===== src/sv/pvszrd_pkg.sv =====
// shared types and constants for the visibility-set decoder
package pvszrd_pkg;

    localparam int COUNT_W        = 13;
    localparam int LEAF_W         = 15;
    localparam int PADDR_W        = 3;
    localparam int MAX_LEAVES_DEF = 32768;

    localparam logic [COUNT_W-1:0] BYTE_COUNT_RESET = 13'd4096;

    // register index taken from paddr[2]
    localparam logic REG_BYTE_COUNT = 1'b0;

    typedef enum logic [1:0] {
        OP_BYTE     = 2'd0,
        OP_LEAF     = 2'd1,
        OP_OVERFLOW = 2'd2,
        OP_EMPTY    = 2'd3
    } op_t;

    localparam logic KIND_DECODE = 1'b0;
    localparam logic KIND_QUERY  = 1'b1;

    typedef struct packed {
        op_t               op;
        logic [7:0]        data_byte;
        logic [LEAF_W-1:0] leaf_index;
        logic              last_leaf;
    } item_t;

    typedef struct packed {
        logic kind;
        logic visible;
    } result_t;

    typedef struct packed {
        logic               restart;
        logic [COUNT_W-1:0] byte_count;
    } cfg_t;

endpackage


===== src/sv/pvszrd_apb_regs.sv =====
// apb configuration register holding the decoded byte count
module pvszrd_apb_regs (
    input  logic                               clk,
    input  logic                               rst_n,
    input  logic                               psel,
    input  logic                               penable,
    input  logic                               pwrite,
    input  logic [pvszrd_pkg::PADDR_W-1:0]     paddr,
    input  logic [31:0]                        pwdata,
    output logic [31:0]                        prdata,
    output logic                               pready,
    output pvszrd_pkg::cfg_t                   cfg
);
    import pvszrd_pkg::*;

    logic [COUNT_W-1:0] byte_count_reg;
    logic [COUNT_W-1:0] byte_count_next;
    logic               wr_en;
    logic               sel_count;

    // byte lanes within a register are not decoded
    assign pready    = 1'b1;
    assign sel_count = (paddr[2] == REG_BYTE_COUNT);
    assign wr_en     = psel && penable && pwrite && sel_count;

    always_comb
    begin
        byte_count_next = byte_count_reg;
        if (wr_en)
        begin
            byte_count_next = pwdata[COUNT_W-1:0];
        end
    end

    always_ff @(posedge clk or negedge rst_n)
    begin
        if (!rst_n)
        begin
            byte_count_reg <= BYTE_COUNT_RESET;
        end
        else
        begin
            byte_count_reg <= byte_count_next;
        end
    end

    assign prdata         = sel_count ? {{(32-COUNT_W){1'b0}}, byte_count_reg} : 32'd0;
    assign cfg.restart    = wr_en;
    assign cfg.byte_count = byte_count_reg;

endmodule


===== config.mk =====
export PLATFORM = sky130hd
export DESIGN_NAME = pvszrd_apb_regs
export DESIGN_NICKNAME = d
export VERILOG_FILES = /design/src/sv/pvszrd_pkg.sv /design/src/sv/pvszrd_apb_regs.sv
export SDC_FILE = /design/constraint.sdc
export NUM_CORES = 1
export LEC_CHECK = 0
export BUFFER_PORTS_ARGS = -buffer_cell sky130_fd_sc_hd__clkbuf_2
export CORE_UTILIZATION = 30
export DETAILED_ROUTE_END_ITERATION = 8
export GPL_ROUTABILITY_DRIVEN = 0
export PLACE_DENSITY = 0.84
export SYNTH_ARGS = -nofsm -noshare
export SYNTH_HDL_FRONTEND = slang
export SYNTH_SLANG_ARGS = --single-unit

===== constraint.sdc =====
create_clock -name clk -period 0.8 [get_ports clk]
set_clock_uncertainty 0.05 [all_clocks]
set_input_delay 0 -clock clk [delete_from_list [all_inputs] [get_ports clk]]
set_output_delay 0 -clock clk [all_outputs]
set_load 0.01 [all_outputs]

======== Word level (Yosys, flattened, before mapping) ========
Cells that the tools add are included.
word-level totals
  output and inout port bits .............. 47
  flip-flop bits (word level) ............. 13
  input bits .............................. 40
  logic and storage cells ................. 6
operators by class
  reduce and logical (&&, ||, !) cells .... 3
  mux-type cells .......................... 1
  bitwise logic cells ..................... 1
operators with widths
  kind                number
  13-bit two-way mux  1
  1-bit logical AND   3
  1-bit inverter      1

======== Longest topological paths before layout ========
  depth in word-level cells ............... 3
  depth in mapped cells ................... 4
  depth with buffers taken out ............ 2

======== Least setup slack after synthesis ========
OpenSTA, ideal clock, no wires.
  kind .................................... reg-to-reg
  start point ............................. register byte_count_reg[7] (netlist name)
  end point ............................... register byte_count_reg[7]
  cell stages (with the launch flop) ...... 2
  setup time .............................. 0.125 ns
  arrival ................................. 0.655 ns
  slack ................................... -0.029 ns
  clock period less this slack ............ 0.829 ns
  cells stage by stage .................... dfrtp_1 -> mux2_2
RTL lines
  item                  line                   source
  end signal, assigned  pvszrd_apb_regs.sv:43  byte_count_reg <= byte_count_next;
  end, declared         pvszrd_apb_regs.sv:16  logic [COUNT_W-1:0] byte_count_reg;

======== Worst setup path in the final report ========
  start point ............................. register byte_count_reg[12]
  end point ............................... output port prdata[12]
on the way
  word-level cells in the longest chain between the ends .. 1
ends and longest elaborated chain
  item                line                   source
  13-bit two-way mux  pvszrd_apb_regs.sv:47  assign prdata = sel_count ? {{(32-COUNT_W){1'b0}}, byte_count_reg} : 32'd0;
  end, declared       pvszrd_apb_regs.sv:10  output logic [31:0] prdata,
Every way passes these cells.

==> summary.txt <==
Status = finished with violations
Failing checks = setup timing
Hpwl dp = 1180 um
NumNets Final = 181
Most common cell in the netlist = buf_4
Via density = 4.03
Switching power share of the total = 0.292
DP Area = 985 um^2
Unrepaired setup endpoints after global routing = true
Site Rows = 18
ANT cells = 0
Vias post-DR = 685
WL/cell = 10.5 um
Most frequent cells after synthesis = buf_4 (21), dfrtp_1 (12), nor2b_1 (10)
Ys flop type = dfrtp_1
Initial antenna violation count = 0
EDFF count, synth = 0
Crit. End Element = output pin
Drt drc = 0
I/O Pins = 87
Hold Fails Final Rpt = 0
Placeable core area = 2500 um^2
Finish-stage setup viols = 38
DP Worst Slack = -129 ps
Tightest Hold Check Type = input port to async pin
Max cap viols = 0
Number of DRC markers in iteration 0 = 2
Clock power share = 0.150
Share of post-route cells with drive strength above 1 = 0.579
Register area share after synthesis = 0.408
Leakage = 0.790 nW
Crit path kind = flip-flop to output pin
Worst-path fanout max = 3
Initial Util = 0.320
Synth Area per Inst = 12.1 um^2
CTS Root Cell = clkbuf_4
Die Y = 53.6 um
Fin crit share = 1.36
VDD IR max = 1.06 mV
Fin crit period = 1090 ps
Sink Count = 13
Die ar. = 2880 um^2
Vias in the first global route = 617
Largest net degree at the start of global routing = 15
Synth area leader = dfrtp_1
Setup ws final = -292 ps
CTS tree = built
Die X = 53.6 um
CP Data Required Time = 750 ps
Pint = 1.88 mW
Pwr per Cell Area = 1910 nW/um^2
Post-Route WL = 1780 um
Max reg flops = 13
Clock latency on the worst-skew pair = 270 ps
Psw = 774 uW
Syn. warnings = 0
Fillers = 223
Hold_ws = 101 ps
Nature of the critical path startpoint = flip-flop
Area contributors post-synth = dfrtp_1 (38%), buf_4 (20%), mux2_4 (17%)
Data arrival, critical path = 1040 ps
FF+latch count, synth = 13
Router iterations before antenna repair = 2
Clock buffer depth = 2
Seq pwr share = 0.348
Layout area overhead = 73.2%
Yosys top cell area share = 0.376
Synthesized cell area = 800 um^2
Combinational Power Share = 0.502
Cells after Synth = 66
Tot GR Track Use = 0.130
Final core occ = 0.554
Final instance area = 1390 um^2
GRT Residual Overflow = 0
Worst-path clk slew = 80 ps
Port bufs = 45
Final Max Slew Viols = 0
Global-route wire length before repair = 2580 um
Unique masters post-synth = 12
Share of synthesized flip-flops with an asynchronous set or reset = 1.00
FMAX = 0.916 GHz
# H-tree levels = 1
Total CTS buffers = 3
Routed Antenna Nets = 0
==> final timing paths <==
path / cells after the start / to / start / slack, ps
worst max-delay path: 2 / prdata[12] / byte_count_reg[12] / -290
worst min-delay path: 2 / byte_count_reg[2] / rst_n / 100
worst max register to register: 3 / byte_count_reg[11] / byte_count_reg[11] / -220
worst min register to register: 1 / byte_count_reg[1] / byte_count_reg[1] / 500
max in group asynchronous: 2 / byte_count_reg[12] / rst_n / 310
min in group clk: 4 / byte_count_reg[8] / penable / 210
==> cell type report <==
| type | count | area [um^2] | share of cell area |
|---|---|---|---|
| inverter | 1 | 3.75 | 0.00271 |
| tap | 30 | 37.5 | 0.0271 |
| sequential | 13 | 327 | 0.236 |
| clock buffer | 4 | 26.3 | 0.0190 |
| multi-input combinational | 47 | 385 | 0.278 |
| timing repair buffer | 75 | 606 | 0.437 |
==> metal layers <==
| metal | vias up | share of wire | GRT usage | wire, um |
|---|---|---|---|---|
| met1 | 321 | 0.39 | 0.139 | 703 |
| met4 | 0 | 0.0084 | 0.0658 | 15 |
| met5 | - | 0 | 0 | 0 |
| met3 | 2 | 0.068 | 0.0254 | 121 |
| li1 | 316 | - | - | - |
| met2 | 46 | 0.53 | 0.240 | 942 |
==> critical path, stage by stage (launching register included) <==
cell	delay, ps
dfstp_2	550
and2b_1	110
buf_2	120
==> power by group through the flow <==
stage,clock network [mW],logic (mW),registers (mW)
3_5_place_dp,0,0.763,0.930
5_1_grt,0.470,1.44,0.935
3_3_place_gp,0,0.752,0.914
6_report,0.399,1.33,0.921
2_1_floorplan,0,0.444,0.982
4_1_cts,0.422,0.962,0.912
==> through the flow <==
step	instances	TNS (ps)	power [mW]
4_1_cts	162	-4510	2.30
6_report	170	-5490	2.65
5_1_grt	170	-7160	2.85
3_5_place_dp	138	-1570	1.69
3_3_place_gp	138	-1210	1.67
2_1_floorplan	84	-336	1.43
==> cells by family after synthesis <==
group,count (synthesis),share of synthesized area
DFF,13,0.408
muxes,13,0.225
other,2,0.00939
and+or+nand+nor,14,0.136
buffers and inverters,24,0.221
==> placed cells by master, fill, tap and decap left out, drive strengths merged <==
| master | netlist | layout |
|---|---|---|
| dfrtp | 12 | 12 |
| dlygate4sd3 | 0 | 14 |
| and2b | 3 | 3 |
| buf | 22 | 30 |
| inv | 1 | 1 |
| dfstp | 1 | 1 |
| clkbuf | 1 | 35 |
| mux2 | 13 | 13 |
| nand4b | 1 | 1 |
| conb | 2 | 20 |
| nor2b | 10 | 10 |
==> repair_timing <==
item,4_1_cts,5_1_grt
hold endpoints to repair,26,0
gates resized for setup,5,37
pin swaps,0,0
endpoints found under the setup margin,38,39
setup buffers,6,8
hold buffers,14,0
No activity file was read; power rests on OpenSTA's default activity.
